===== src/hw/rtl/c3sf_pkg.sv =====
package c3sf_pkg;

    localparam int MAX_WIDTH_DEF  = 1024;
    localparam int MAX_HEIGHT_DEF = 4096;

    localparam int PIX_W        = 8;
    localparam int WIDTH_REG_W  = 11;
    localparam int HEIGHT_REG_W = 13;
    localparam int MODE_W       = 2;
    localparam int CFG_IDX_W    = 2;
    localparam int CFG_DATA_W   = 13;
    localparam int PART_W       = 11;   // one weighted column: -1020..1020
    localparam int SUM_W        = 13;   // three columns: -1020..2295

    localparam logic [WIDTH_REG_W-1:0]  WIDTH_RESET  = 11'd640;
    localparam logic [HEIGHT_REG_W-1:0] HEIGHT_RESET = 13'd480;

    localparam logic [CFG_IDX_W-1:0] CFG_IDX_WIDTH  = 2'd0;
    localparam logic [CFG_IDX_W-1:0] CFG_IDX_HEIGHT = 2'd1;
    localparam logic [CFG_IDX_W-1:0] CFG_IDX_MODE   = 2'd2;

    localparam logic FUNC_PIXEL = 1'b0;
    localparam logic FUNC_FLUSH = 1'b1;

    localparam logic [MODE_W-1:0] KERNEL_BOX     = 2'd0;
    localparam logic [MODE_W-1:0] KERNEL_SOBEL_X = 2'd1;
    localparam logic [MODE_W-1:0] KERNEL_LAPLACE = 2'd2;

    localparam logic [1:0] COL_LEFT   = 2'd0;
    localparam logic [1:0] COL_CENTER = 2'd1;
    localparam logic [1:0] COL_RIGHT  = 2'd2;

    typedef logic [PIX_W-1:0]         pix_t;
    typedef logic signed [PART_W-1:0] part_t;
    typedef logic signed [SUM_W-1:0]  sum_t;

    typedef struct packed {
        pix_t upper;
        pix_t middle;
    } lb_word_t;

    typedef struct packed {
        pix_t top;
        pix_t mid;
        pix_t bot;
    } col_t;

    typedef struct packed {
        logic [MODE_W-1:0] mode;
        logic              top_ok;
        logic              bot_ok;
    } win_ctl_t;

    typedef struct packed {
        logic emit;
        logic last;
        logic left_ok;
        logic right_ok;
        logic top_ok;
        logic bot_ok;
    } item_ctl_t;

    typedef struct packed {
        pix_t pixel;
        logic last;
    } res_t;

    // Weighted sum of one window column; unused mode code falls back to box.
    function automatic part_t col_sum(input logic [MODE_W-1:0] mode, input logic [1:0] col,
                                      input pix_t p0, input pix_t p1, input pix_t p2);
        part_t a;
        part_t b;
        part_t c;
        part_t s;
        part_t res;
        a = {3'b000, p0};
        b = {3'b000, p1};
        c = {3'b000, p2};
        s = a + (b <<< 1) + c;
        case (mode)
            KERNEL_SOBEL_X:
            begin
                case (col)
                    COL_LEFT:  res = -s;
                    COL_RIGHT: res = s;
                    default:   res = '0;
                endcase
            end
            KERNEL_LAPLACE:
            begin
                case (col)
                    COL_CENTER: res = a + c - (b <<< 2);
                    default:    res = b;
                endcase
            end
            default: res = a + b + c;
        endcase
        return res;
    endfunction

endpackage


===== src/hw/rtl/c3sf_out_buf.sv =====
module c3sf_out_buf (
    input  logic             clk,
    input  logic             rst_n,
    input  logic             push,
    input  c3sf_pkg::res_t   res_in,
    input  logic             out_ready,
    output logic             out_valid,
    output c3sf_pkg::res_t   res_out,
    output logic             full
);

    logic           out_valid_reg;
    logic           skid_valid_reg;
    c3sf_pkg::res_t out_data_reg;
    c3sf_pkg::res_t skid_data_reg;
    logic           take;

    assign take = out_valid_reg && out_ready;

    always_ff @(posedge clk or negedge rst_n)
    begin
        if (!rst_n)
        begin
            out_valid_reg  <= 1'b0;
            skid_valid_reg <= 1'b0;
        end
        else if (skid_valid_reg)
        begin
            if (take)
            begin
                skid_valid_reg <= 1'b0;
            end
        end
        else if (!out_valid_reg || take)
        begin
            out_valid_reg <= push;
        end
        else if (push)
        begin
            skid_valid_reg <= 1'b1;
        end
    end

    always_ff @(posedge clk)
    begin
        if (skid_valid_reg)
        begin
            if (take)
            begin
                out_data_reg <= skid_data_reg;
            end
        end
        else if (!out_valid_reg || take)
        begin
            if (push)
            begin
                out_data_reg <= res_in;
            end
        end
        else if (push)
        begin
            skid_data_reg <= res_in;
        end
    end

    assign out_valid = out_valid_reg;
    assign res_out   = out_data_reg;
    assign full      = skid_valid_reg;

    a_skid_implies_out: assert property (@(posedge clk) disable iff (!rst_n)
        skid_valid_reg |-> out_valid_reg)
        else $error("skid entry held without an output entry");

    a_skid_fill_on_stall: assert property (@(posedge clk) disable iff (!rst_n)
        $rose(skid_valid_reg) |-> $past(out_valid_reg && !out_ready))
        else $error("skid filled while output register was free");

endmodule

===== config.mk =====
export PLATFORM = sky130hd
export DESIGN_NAME = c3sf_out_buf
export DESIGN_NICKNAME = d
export VERILOG_FILES = /design/src/hw/rtl/c3sf_pkg.sv /design/src/hw/rtl/c3sf_out_buf.sv
export SDC_FILE = /design/constraint.sdc
export NUM_CORES = 1
export LEC_CHECK = 0
export BUFFER_PORTS_ARGS = -buffer_cell sky130_fd_sc_hd__buf_4
export CORE_AREA = 2 2 48 50
export CTS_CLUSTER_DIAMETER = 60
export CTS_CLUSTER_SIZE = 24
export DETAILED_ROUTE_END_ITERATION = 10
export DIE_AREA = 0 0 50 52
export GPL_TIMING_DRIVEN = 0
export PLACE_DENSITY = 0.62
export SYNTH_ARGS = -nofsm -noshare
export SYNTH_HDL_FRONTEND = slang
export SYNTH_SLANG_ARGS = --single-unit

===== constraint.sdc =====
create_clock -name clk -period 1.5 [get_ports clk]
set_input_delay 0.3 -clock clk [delete_from_list [all_inputs] [get_ports clk]]
set_output_delay 0.3 -clock clk [all_outputs]
set_load 0.01 [all_outputs]

==> run metrics <==
Worst-path clk slew 100 ps; Clock Tree Buf Depth 2; unrepaired setup endpoints after global routing no; warnings from Yosys 0; initial antenna violation count 0; Max Fclk 698 MHz; gpl congestion between 0.6 and 0.7; Yosys top cell by area edfxtp_1; Distinct cells, synth 14; CTS root buf clkbuf_4; Die X 50 µm; Max H-tree Level 1; Clock Skews 3.22 ps; Ports 24; core area approximately 2100 µm²; worst path bufs/invs 2; NumNets Final 82; Total Wirelength 1.06 mm; status finished, final reports clean; largest net degree at the start of global routing 12; DRC viols 0; Worst path slowest cell and4bb_2; Seq cells post-synth 20; drt initial violations 5; Critical Path Fanout Max 10; ant diodes 0; final hold slack roughly 190 ps; syn avg cell area 20.0 µm²; area grow syn2layout 30.6%; final worst-path setup slack about 67 ps; Worst Tran Pin Value 249 ps; vias per cell 4.36; crit end category register; routed vias around 420; peak supply drop 975 µV; die height 52 µm; Post-DP HPWL 800 µm; total global-route track usage 9.29%; sequential fraction of the synthesis area about 74%; Clk Latency, worst-skew pair ~290 ps; leakage power of the design roughly 0.00042 µW; first-pass GRT wire length 1.75 mm; post-route setup TNS 0 ps; vias in the first global route ~400; DIE AREA 2600 µm²; layout cells sized above 1 57.4%; cells taking the most area after synthesis edfxtp_1, mux2_4, dfrtp_1, mux2_2, buf_12; commonest non-fill, non-tap cell in the layout buf_4; remaining global-route overflow 0; CTS sink count 20; post-synth net total 53; setup repair bufs after CTS 0; Tcrit/Tclk final 95.5%; Rows 17; Synth Cell Area 801 µm²; Final Slew Violations 0; gate count after technology mapping 40; PwrDens about 1700 nW/µm²; initial core utilization 38.0%; CTS Buf Count 3; Pre-antenna DRT Iters 4; # fillers around 180; Startpoint Class register; fin crit period 1430 ps; required time of the critical path 1480 ps; WL per Instance 11.1 µm; Relative slew margins 83.4%; DP Worst Slack roughly 15 ps; Detail Route Antenna Nets 0; # setup viols final 0; Yosys top cell area share 67.5%; Crit path max-delay family simple AND/OR/NAND/NOR gates; type of the most critical hold path input port to register; max_cap viols 0; crit path DAT 1410 ps; CP max stage delay 440 ps; CTS tree yes; number of port buffers 23; Crit Path Class register to register; final hold violation count 0; crit-path cells buf_6 -> buf_12 -> and4bb_2; most frequent cells in the layout buf_4, edfxtp_1, mux2_4
## timing repair
action / 4_1_cts / 5_1_grt
endpoints found under the hold margin: 2 / 0
hold buffers: 1 / 0
setup endpoints to repair: 0 / 9
resized for setup: 0 / 1
## where the power goes
| group | total (µW) | internal (µW) | switching (µW) | leakage [µW] |
|---|---|---|---|---|
| combinational | 694 | 404 | 290 | 0.000211 |
| sequential | 869 | 811 | 57.9 | 0.000191 |
| clock | 250 | 103 | 147 | 0.0000150 |
## cell usage after synthesis (all sizes together)
master	n
edfxtp	18
nor2	2
inv	1
mux2	9
buf	2
a21oi	1
and2	1
a22o	1
and4bb	1
dfrtp	2
o22a	1
nand2b	1
## cells by family (layout without fill, tap and decap cells)
family	Yosys count	count (layout)	synth area share, %
flip-flops	20	20	73.8
multiplexers	9	9	15.0
AND/OR/NAND/NOR	5	5	4.06
AO/OA/AOI/OAI	3	3	2.81
buffers and inverters	3	31	4.37
## stage by stage
stage	power, µW	utilization (%)	instance area [µm²]	instances
finish	1810	49.7	1050	96
global route	1920	49.7	1050	96
CTS	1830	49.6	1040	96
detailed placement	1580	47.9	1010	91
global placement	1580	47.9	1010	91
floorplan	1320	-	801	40
## per-layer routing
metal	GRT usage, %	part of all wire (%)	vias up
li1	-	-	209
met1	11.5	44	192
met2	15.1	50	16
met3	2.59	5.7	2
met4	4.17	0.38	0
met5	0	0	-
## path summary, 6_finish.rpt
path	slack, ps	from	cells after the start	end
max	70	full$_DFF_PN0_	3	skid_data_reg[8]$_DFFE_PP_
min	190	res_in[0]	1	skid_data_reg[0]$_DFFE_PP_
max reg2reg	70	full$_DFF_PN0_	3	skid_data_reg[8]$_DFFE_PP_
min reg2reg	560	skid_data_reg[0]$_DFFE_PP_	1	res_out[0]$_DFFE_PP_
max in group asynchronous	1100	rst_n	2	out_valid$_DFFE_PN0P_
min in group asynchronous	320	rst_n	2	full$_DFF_PN0_
## worst register-to-register path, delay by kind of cell (launching register included)
kind	cells	cell delay [ps]
buffers and inverters	2	280
DFF	1	400
and+or+nand+nor	1	440
## final cells by class
type	instances	area [µm²]	area share (%)
repair buffers	24	183	17.5
multi-input cells	17	176	16.9
plain buffers	2	31.3	2.99
inverters	1	3.75	0.359
flip-flops and latches	20	591	56.5
well taps	28	35.0	3.35
clock buffers	4	26.3	2.51
Power figures use the tool's default switching activity.
