--- src/hw/rtl/c3sf_pkg.sv ---
package c3sf_pkg;

    localparam int MAX_WIDTH_DEF  = 1024;
    localparam int MAX_HEIGHT_DEF = 4096;

    localparam int PIX_W        = 8;
    localparam int WIDTH_REG_W  = 11;
    localparam int HEIGHT_REG_W = 13;
    localparam int MODE_W       = 2;
    localparam int CFG_IDX_W    = 2;
    localparam int CFG_DATA_W   = 13;
    localparam int PART_W       = 11;   // one weighted column: -1020..1020
    localparam int SUM_W        = 13;   // three columns: -1020..2295

    localparam logic [WIDTH_REG_W-1:0]  WIDTH_RESET  = 11'd640;
    localparam logic [HEIGHT_REG_W-1:0] HEIGHT_RESET = 13'd480;

    localparam logic [CFG_IDX_W-1:0] CFG_IDX_WIDTH  = 2'd0;
    localparam logic [CFG_IDX_W-1:0] CFG_IDX_HEIGHT = 2'd1;
    localparam logic [CFG_IDX_W-1:0] CFG_IDX_MODE   = 2'd2;

    localparam logic FUNC_PIXEL = 1'b0;
    localparam logic FUNC_FLUSH = 1'b1;

    localparam logic [MODE_W-1:0] KERNEL_BOX     = 2'd0;
    localparam logic [MODE_W-1:0] KERNEL_SOBEL_X = 2'd1;
    localparam logic [MODE_W-1:0] KERNEL_LAPLACE = 2'd2;

    localparam logic [1:0] COL_LEFT   = 2'd0;
    localparam logic [1:0] COL_CENTER = 2'd1;
    localparam logic [1:0] COL_RIGHT  = 2'd2;

    typedef logic [PIX_W-1:0]         pix_t;
    typedef logic signed [PART_W-1:0] part_t;
    typedef logic signed [SUM_W-1:0]  sum_t;

    typedef struct packed {
        pix_t upper;
        pix_t middle;
    } lb_word_t;

    typedef struct packed {
        pix_t top;
        pix_t mid;
        pix_t bot;
    } col_t;

    typedef struct packed {
        logic [MODE_W-1:0] mode;
        logic              top_ok;
        logic              bot_ok;
    } win_ctl_t;

    typedef struct packed {
        logic emit;
        logic last;
        logic left_ok;
        logic right_ok;
        logic top_ok;
        logic bot_ok;
    } item_ctl_t;

    typedef struct packed {
        pix_t pixel;
        logic last;
    } res_t;

    // Weighted sum of one window column; unused mode code falls back to box.
    function automatic part_t col_sum(input logic [MODE_W-1:0] mode, input logic [1:0] col,
                                      input pix_t p0, input pix_t p1, input pix_t p2);
        part_t a;
        part_t b;
        part_t c;
        part_t s;
        part_t res;
        a = {3'b000, p0};
        b = {3'b000, p1};
        c = {3'b000, p2};
        s = a + (b <<< 1) + c;
        case (mode)
            KERNEL_SOBEL_X:
            begin
                case (col)
                    COL_LEFT:  res = -s;
                    COL_RIGHT: res = s;
                    default:   res = '0;
                endcase
            end
            KERNEL_LAPLACE:
            begin
                case (col)
                    COL_CENTER: res = a + c - (b <<< 2);
                    default:    res = b;
                endcase
            end
            default: res = a + b + c;
        endcase
        return res;
    endfunction

endpackage

--- src/hw/rtl/c3sf_col_cell.sv ---
module c3sf_col_cell (
    input  logic                clk,
    input  logic                adv,
    input  logic                shift,
    input  logic [1:0]          col_pos,
    input  logic                col_ok,
    input  c3sf_pkg::win_ctl_t  ctl,
    input  c3sf_pkg::col_t      col_in,
    output c3sf_pkg::col_t      col_out,
    output c3sf_pkg::part_t     part
);

    c3sf_pkg::col_t  pix_reg;
    c3sf_pkg::part_t part_reg;
    c3sf_pkg::pix_t  top_m;
    c3sf_pkg::pix_t  bot_m;
    c3sf_pkg::part_t part_next;

    always_comb
    begin
        top_m = ctl.top_ok ? pix_reg.top : '0;
        bot_m = ctl.bot_ok ? pix_reg.bot : '0;
        if (col_ok)
        begin
            part_next = c3sf_pkg::col_sum(ctl.mode, col_pos, top_m, pix_reg.mid, bot_m);
        end
        else
        begin
            part_next = '0;
        end
    end

    always_ff @(posedge clk)
    begin
        if (adv)
        begin
            part_reg <= part_next;
            if (shift)
            begin
                pix_reg <= col_in;
            end
        end
    end

    assign col_out = pix_reg;
    assign part    = part_reg;

endmodule

--- config.mk ---
export PLATFORM = sky130hd
export DESIGN_NAME = c3sf_col_cell
export DESIGN_NICKNAME = d
export VERILOG_FILES = /design/src/hw/rtl/c3sf_pkg.sv /design/src/hw/rtl/c3sf_col_cell.sv
export SDC_FILE = /design/constraint.sdc
export NUM_CORES = 1
export LEC_CHECK = 0
export ABC_AREA = 1
export BUFFER_PORTS_ARGS = -buffer_cell sky130_fd_sc_hd__buf_2
export CAP_MARGIN = 30
export CELL_PAD_IN_SITES_DETAIL_PLACEMENT = 1
export CELL_PAD_IN_SITES_GLOBAL_PLACEMENT = 1
export CORE_MARGIN = 2
export CORE_UTILIZATION = 41
export DETAILED_ROUTE_END_ITERATION = 8
export PLACE_DENSITY_LB_ADDON = 0.1
export REMOVE_ABC_BUFFERS = 1
export SETUP_SLACK_MARGIN = 0.02
export SYNTH_ARGS = -nofsm -noshare
export SYNTH_HDL_FRONTEND = slang
export SYNTH_SLANG_ARGS = --single-unit
--- constraint.sdc ---
create_clock -name clk -period 3.3 [get_ports clk]
set_clock_uncertainty 0.1 [all_clocks]
set_input_delay 0 -clock clk [delete_from_list [all_inputs] [get_ports clk]]
set_output_delay 0 -clock clk [all_outputs]
set_load 0.005 [all_outputs]
==> flow_metrics.py, run 1 <==
metrics = {
    "setup_path": {
        "cp_top_family": "adder cells",
        "cp.required_ns": 3.27,
        "reg2reg_depth": 18,
        "r2r_slack_ns": 0.15,
        "worstPathArrival_ns": 3.12,
        "slowest_delay_ns": 0.42,
        "path_class": "reg -> reg",
        "end_kind": "flop",
        "crit_top_cell": "inv_1",
        "crit_path_start_kind": "flop",
        "crit_fanout": 5,
        "r2r_start": "col_out[17]$_DFFE_PP_",
        "slowest_stage": "fa_2",
        "reg2reg_to": "part[7]$_SDFFCE_PN0P_",
        "path_buf_inv": 6,
        "path_cells": "nand2_2 > buf_6 > xor2_1 > inv_1 > ha_4 > ha_2 > inv_1 > fa_2 > o21ai_2 > buf_6 > a21oi_1 > o21bai_1 > xnor2_1 > nand2_1 > nand2_1 > inv_1 > nand2_1 > inv_1",
    },
    "layout": {
        "num_antenna_cells": 0,
        "drive_gt1_share_pct": 21.98,
        "fin_util_pct": 53.71,
        "largest_reg_flops": 24,
        "areaGrowthSynthToFinish_pct": 27.48,
        "n_fill_cell": 1089,
        "final_area_sq_um": 4661,
        "fin_nets": 670,
    },
    "cts": {
        "ctsLongestPathBuffers": 2,
        "clockRootBuffer": "clkbuf_8",
        "htreeDepth": 2,
        "clock-sinks": 35,
        "clk_pin_slew_worst_paths_ns": 0.08,
        "cts_tree": "done",
        "clock_latency_ns": 0.31,
        "cts_buffers": 5,
    },
    "detailed_routing": {
        "first_pass_iters": 4,
        "routed_wirelength_um": 12250,
        "drtAntennaViolNets": 0,
        "vias_per_cell": 5.160,
        "drt_iter0_markers": 106,
        "wl_per_cell_um": 17.63,
        "drc": 0,
        "vias": 3586,
    },
    "worst_hold_path": {
        "hp-class": "in -> reg",
        "min_from": "col_ok",
        "hold-path-endpoint": "part[10]$_SDFFCE_PN0P_",
        "holdPathStages": 3,
    },
    "yosys": {
        "yosysTopAreaCellShare_pct": 28.75,
        "netlist_area_sq_um": 3656,
        "avgSynthCellArea_sq_um": 7.649,
        "yosysTopAreaCell": "edfxtp_1",
        "ys_types": 34,
        "async_flop_share_pct": 0,
        "synthTopCellsByArea": "edfxtp_1 (29%), ha_1 (13%), nand2_1 (11%)",
        "synth_commonest_cells": "nand2_1 (108), inv_1 (97), ha_1 (38)",
        "synth-edff-count": 35,
        "ys_seq_elements": 35,
        "seq_area_frac_synth_pct": 28.75,
        "synth.most_common_cell": "nand2_1",
        "ys_warn_count": 0,
        "synthCells": 478,
        "synth-main-ff-cell": "edfxtp_1",
    },
    "timing": {
        "worstMarginPinSlew_ns": 0.4611,
        "rsz0062_at_grt": "yes",
        "setup_viol": 0,
        "finalSetupTns_ns": 0,
        "max_slew_margin_pct": 69.22,
        "hold_violations": 0,
        "hold_ws_ns": 0.05627,
        "min_period_ns": 3.148,
        "slew_viol_final": 0,
        "max_freq_ghz": 0.3177,
        "finalCritPeriodShare_pct": 95.39,
    },
    "flow_run": {
        "cap_viol_max_count": 0,
    },
    "global_route": {
        "grt_pass1_vias": 3826,
        "grt_start_max_net_pins": 25,
        "grt_use_total_pct": 25.40,
        "grt_antenna_before_repair": 0,
        "grt_overflow_total": 0,
        "grt_first_pass_wirelength_um": 19320,
    },
    "placement": {
        "globalplace.congestion": 0.9441,
        "hpwl_um": 9500,
        "place_area_sq_um": 4124,
        "io_buffers": 68,
    },
    "floorplan": {
        "initial_utilization_pct": 42.13,
        "io_pins": 69,
        "fp.dieW_um": 98.43,
        "die-area_sq_um": 9688,
        "core_area_sq_um": 8678,
        "row_count": 34,
        "die_h_um": 98.43,
    },
    "power": {
        "peakVddDrop_v": 0.0002013,
        "power.leakage_nw": 2.416,
        "power.density_nw_per_um2": 391.7,
    },
    "status": {
        "run_status": "finished, final reports clean",
    },
}
## power by group
part | internal (W) | switching [W]
registers | 0.000530 | 0.0000223
logic | 0.000361 | 0.000574
clock network | 0.000147 | 0.000190
total | 0.00104 | 0.000787
## metal layers
| metal | track usage [%] | up-vias | wire length (um) |
|---|---|---|---|
| met5 | 0 | - | 0 |
| met4 | 5.690 | 0 | 184 |
| met3 | 3.404 | 14 | 473 |
| met2 | 47.31 | 78 | 6419 |
| met1 | 31.16 | 1729 | 5174 |
| li1 | - | 1765 | - |
## what timing repair did
| action | 4_1_cts | 5_1_grt |
|---|---|---|
| buffers inserted | 0 | 10 |
| hold endpoints to repair | 35 | 0 |
| resized for setup | 0 | 21 |
| setup endpoints to repair | 0 | 6 |
| hold buffers | 25 | 0 |
## layout by cell type, fill, tap and decap left out, drive strengths merged
| cell | instances |
|---|---|
| dlygate4sd3 | 25 |
| inv | 97 |
| o211ai | 3 |
| clkbuf | 5 |
| nand2 | 116 |
| a21boi | 1 |
| a211oi | 1 |
| o31ai | 1 |
| a21oi | 30 |
| buf | 83 |
| nand4 | 7 |
| nor2 | 30 |
| clkinvlp | 2 |
| xnor2 | 1 |
| nor3 | 4 |
| a31o | 1 |
| a31oi | 5 |
| nand3 | 30 |
| xor2 | 16 |
| o21ai | 26 |
| nand3b | 3 |
| o21bai | 11 |
| clkinv | 3 |
| o32ai | 1 |
| fa | 12 |
| ha | 38 |
| edfxtp | 35 |
## stage by stage
stage / power (W) / std cells / setup WS, ns
global route: 0.001967 / 695 / -0.05423
global placement: 0.001383 / 651 / 0.1925
detailed placement: 0.001406 / 651 / 0.09503
finish: 0.001826 / 695 / 0.1521
CTS: 0.001771 / 684 / 0.07193
floorplan: 0.001142 / 471 / 0.3085
## kinds of logic (layout without fill, tap and decap cells)
logic type / after synthesis / count (layout) / synth area share [%]
and+or+nand+nor: 190 / 190 / 23.82
buffers and inverters: 106 / 215 / 11.19
AOI/OAI and AO/OA: 80 / 80 / 12.59
adders and majority gates: 50 / 50 / 19.58
DFF: 35 / 35 / 28.75
xor gates and xnor gates: 17 / 17 / 4.072
## layout make-up
| type | count | area, sq um | area share, % |
|---|---|---|---|
| Timing Repair Buffer | 108 | 730.7 | 15.68 |
| Tap cell | 108 | 135.1 | 2.899 |
| Inverter | 99 | 371.6 | 7.973 |
| Multi-Input combinational cell | 337 | 2283 | 48.99 |
| Clock inverter | 3 | 20.02 | 0.4295 |
| Clock buffer | 5 | 68.82 | 1.477 |
| Sequential cell | 35 | 1051 | 22.55 |
## how the worst max path moves through the flow
stage	to	from	cells after the start	slack, ns
after floorplan	part[9]$_SDFFCE_PN0P_	col_out[17]$_DFFE_PP_	18	0.31
after global placement	part[9]$_SDFFCE_PN0P_	col_out[17]$_DFFE_PP_	18	0.19
after detailed placement	part[9]$_SDFFCE_PN0P_	col_out[17]$_DFFE_PP_	18	0.1
after CTS	part[9]$_SDFFCE_PN0P_	col_out[17]$_DFFE_PP_	18	0.07
after global routing	part[9]$_SDFFCE_PN0P_	col_out[17]$_DFFE_PP_	20	-0.05
final	part[7]$_SDFFCE_PN0P_	col_out[17]$_DFFE_PP_	18	0.15
## worst reg2reg max path, cell delays in order, from the launching register on
cell and delay [ns]:
edfxtp_1 0.41, nand2_2 0.15, buf_6 0.12, xor2_1 0.17, inv_1 0.10, ha_4 0.27
ha_2 0.17, inv_1 0.07, fa_2 0.42, o21ai_2 0.15, buf_6 0.12, a21oi_1 0.06
o21bai_1 0.21, xnor2_1 0.14, nand2_1 0.07, nand2_1 0.07, inv_1 0.05, nand2_1 0.05
inv_1 0.03
No activity file was read; power rests on OpenSTA's default activity.
==> run 2, diff against run 1 <==
- CELL_PAD_IN_SITES_DETAIL_PLACEMENT: 1 -> 0
==> flow_metrics.py, run 2 (synthesis gave the netlist of run 1 again) <==
metrics = {
    "setup_path": {
        "critPathLaunch": "col_out[9]$_DFFE_PP_",
        "path_class": "reg -> reg",
        "r2r_slack_ns": 0.26,
        "cp.depth": 16,
        "path_buf_inv": 5,
        "slowest_delay_ns": 0.51,
        "reg2reg_to": "part[7]$_SDFFCE_PN0P_",
        "crit_end": "part[7]$_SDFFCE_PN0P_",
        "end_kind": "flop",
        "crit_path_start_kind": "flop",
        "cp.required_ns": 3.26,
        "path_cells": "xor2_1 > inv_1 > ha_1 > ha_1 > inv_1 > fa_1 > o21ai_1 > buf_4 > a21oi_1 > o21bai_1 > xnor2_1 > nand2_1 > nand2_1 > inv_1 > nand2_1 > inv_1",
        "crit_top_cell": "inv_1",
        "r2r_start": "col_out[9]$_DFFE_PP_",
        "reg2reg_depth": 16,
        "crit_fanout": 6,
        "slowest_stage": "edfxtp_1",
        "worstPathArrival_ns": 3.01,
        "cp_top_family": "adder cells",
    },
    "cts": {
        "clock_latency_ns": 0.30,
        "htreeDepth": 2,
        "clk_pin_slew_worst_paths_ns": 0.08,
        "clock-sinks": 35,
        "cts_buffers": 5,
        "clockRootBuffer": "clkbuf_8",
        "ctsLongestPathBuffers": 2,
        "cts_tree": "done",
    },
    "power": {
        "power.density_nw_per_um2": 385.5,
        "power.leakage_nw": 2.376,
        "peakVddDrop_v": 0.0001876,
    },
    "timing": {
        "hold_violations": 0,
        "rsz0062_at_grt": "yes",
        "max_slew_margin_pct": 70.94,
        "slew_viol_final": 0,
        "max_freq_ghz": 0.3289,
        "setup_viol": 0,
        "min_period_ns": 3.041,
        "finalSetupTns_ns": 0,
        "finalCritPeriodShare_pct": 92.14,
        "worstMarginPinSlew_ns": 0.4354,
    },
    "global_route": {
        "grt_use_total_pct": 22.55,
        "grt_first_pass_wirelength_um": 17190,
        "grt_start_max_net_pins": 25,
        "grt_pass1_vias": 3414,
        "grt_overflow_total": 0,
        "grt_antenna_before_repair": 0,
    },
    "floorplan": {
        "initial_utilization_pct": 42.13,
        "core_area_sq_um": 8678,
        "io_pins": 69,
        "row_count": 34,
        "die_h_um": 98.43,
        "die-area_sq_um": 9688,
        "fp.dieW_um": 98.43,
    },
    "detailed_routing": {
        "drtAntennaViolNets": 0,
        "first_pass_iters": 4,
        "wl_per_cell_um": 15.32,
        "drt_iter0_markers": 171,
        "vias_per_cell": 4.943,
        "drc": 0,
        "vias": 3401,
        "routed_wirelength_um": 10540,
    },
    "flow_run": {
        "cap_viol_max_count": 0,
    },
    "layout": {
        "multiInputGateArea_sq_um": 2225,
        "areaGrowthSynthToFinish_pct": 24.23,
        "layout_commonest_cell": "nand2_1",
        "num_antenna_cells": 0,
        "fin_nets": 663,
        "drive_gt1_share_pct": 19.48,
        "layout_common_cells": "nand2_1 (105), inv_1 (97), buf_2 (68), ha_1 (36), edfxtp_1 (35)",
        "n_fill_cell": 887,
        "largest_reg_flops": 24,
        "final_area_sq_um": 4542,
        "register_area_sq_um": 1051,
    },
    "worst_hold_path": {
        "hp-class": "in -> reg",
        "holdPathStages": 3,
    },
    "placement": {
        "io_buffers": 68,
        "hpwl_um": 8613,
        "globalplace.congestion": 0.9441,
        "place_area_sq_um": 4124,
    },
    "status": {
        "run_status": "finished, final reports clean",
    },
}
==> run 2: cell count changes in the layout (fill, tap and decap cells not counted), sizes merged <==
| cell | delta |
|---|---|
| buf | -7 |
==> run 2: worst min-delay path, cell delays in order <==
cell	delay, ns
buf_2	0.17
nand2_1	0.08
a21oi_1	0.04
==> run 2: worst min path at each step <==
stage,start,end,slack [ns]
2_1_floorplan,col_in[0],col_out[0]$_DFFE_PP_,-0.001
3_3_place_gp,col_in[5],col_out[5]$_DFFE_PP_,0.08
3_5_place_dp,col_in[5],col_out[5]$_DFFE_PP_,0.08
4_1_cts,col_ok,part[10]$_SDFFCE_PN0P_,0.06
5_1_grt,col_ok,part[10]$_SDFFCE_PN0P_,0.08
6_report,col_ok,part[10]$_SDFFCE_PN0P_,0.05
==> run 2: cell type report <==
cell class                      count  area share [%]
Clock buffer                        5           1.515
Tap cell                          108           2.975
Clock inverter                      3          0.4408
Sequential cell                    35           23.14
Inverter                           99           8.182
Multi-Input combinational cell    337           48.98
Timing Repair Buffer              101           14.77
==> run 2: routing by layer <==
| metal | vias to the layer above | GRT usage (%) | share of wire (%) |
|---|---|---|---|
| met3 | 18 | 2.695 | 3.4 |
| met4 | 0 | 5.479 | 2.1 |
| li1 | 1751 | - | - |
| met5 | - | 0 | 0 |
| met2 | 76 | 40.03 | 49 |
| met1 | 1556 | 29.39 | 45 |
==> run 2: per-stage QoR <==
stage | utilization (%) | total power [W] | std cells | hold WS [ns] | setup slack (ns)
after floorplan | - | 0.001142 | 471 | -0.001131 | 0.3085
after global placement | 47.52 | 0.001383 | 651 | 0.07689 | 0.1925
after detailed placement | 47.52 | 0.001383 | 651 | 0.07811 | 0.1174
after CTS | 51.43 | 0.001748 | 684 | 0.05816 | 0.1124
after global routing | 52.34 | 0.001895 | 688 | 0.08382 | 0.01584
final | 52.34 | 0.001751 | 688 | 0.05453 | 0.2594
==> run 2: power breakdown <==
part           switching (W)  internal, W
Sequential         0.0000224     0.000530
Combinational       0.000529     0.000335
Clock               0.000187     0.000147
==> run 2: timing repair <==
item,CTS,global route
hold buffers,25,0
resized for setup,0,9
hold endpoints to repair,35,0
buffers inserted,0,3
setup endpoints to repair,0,5
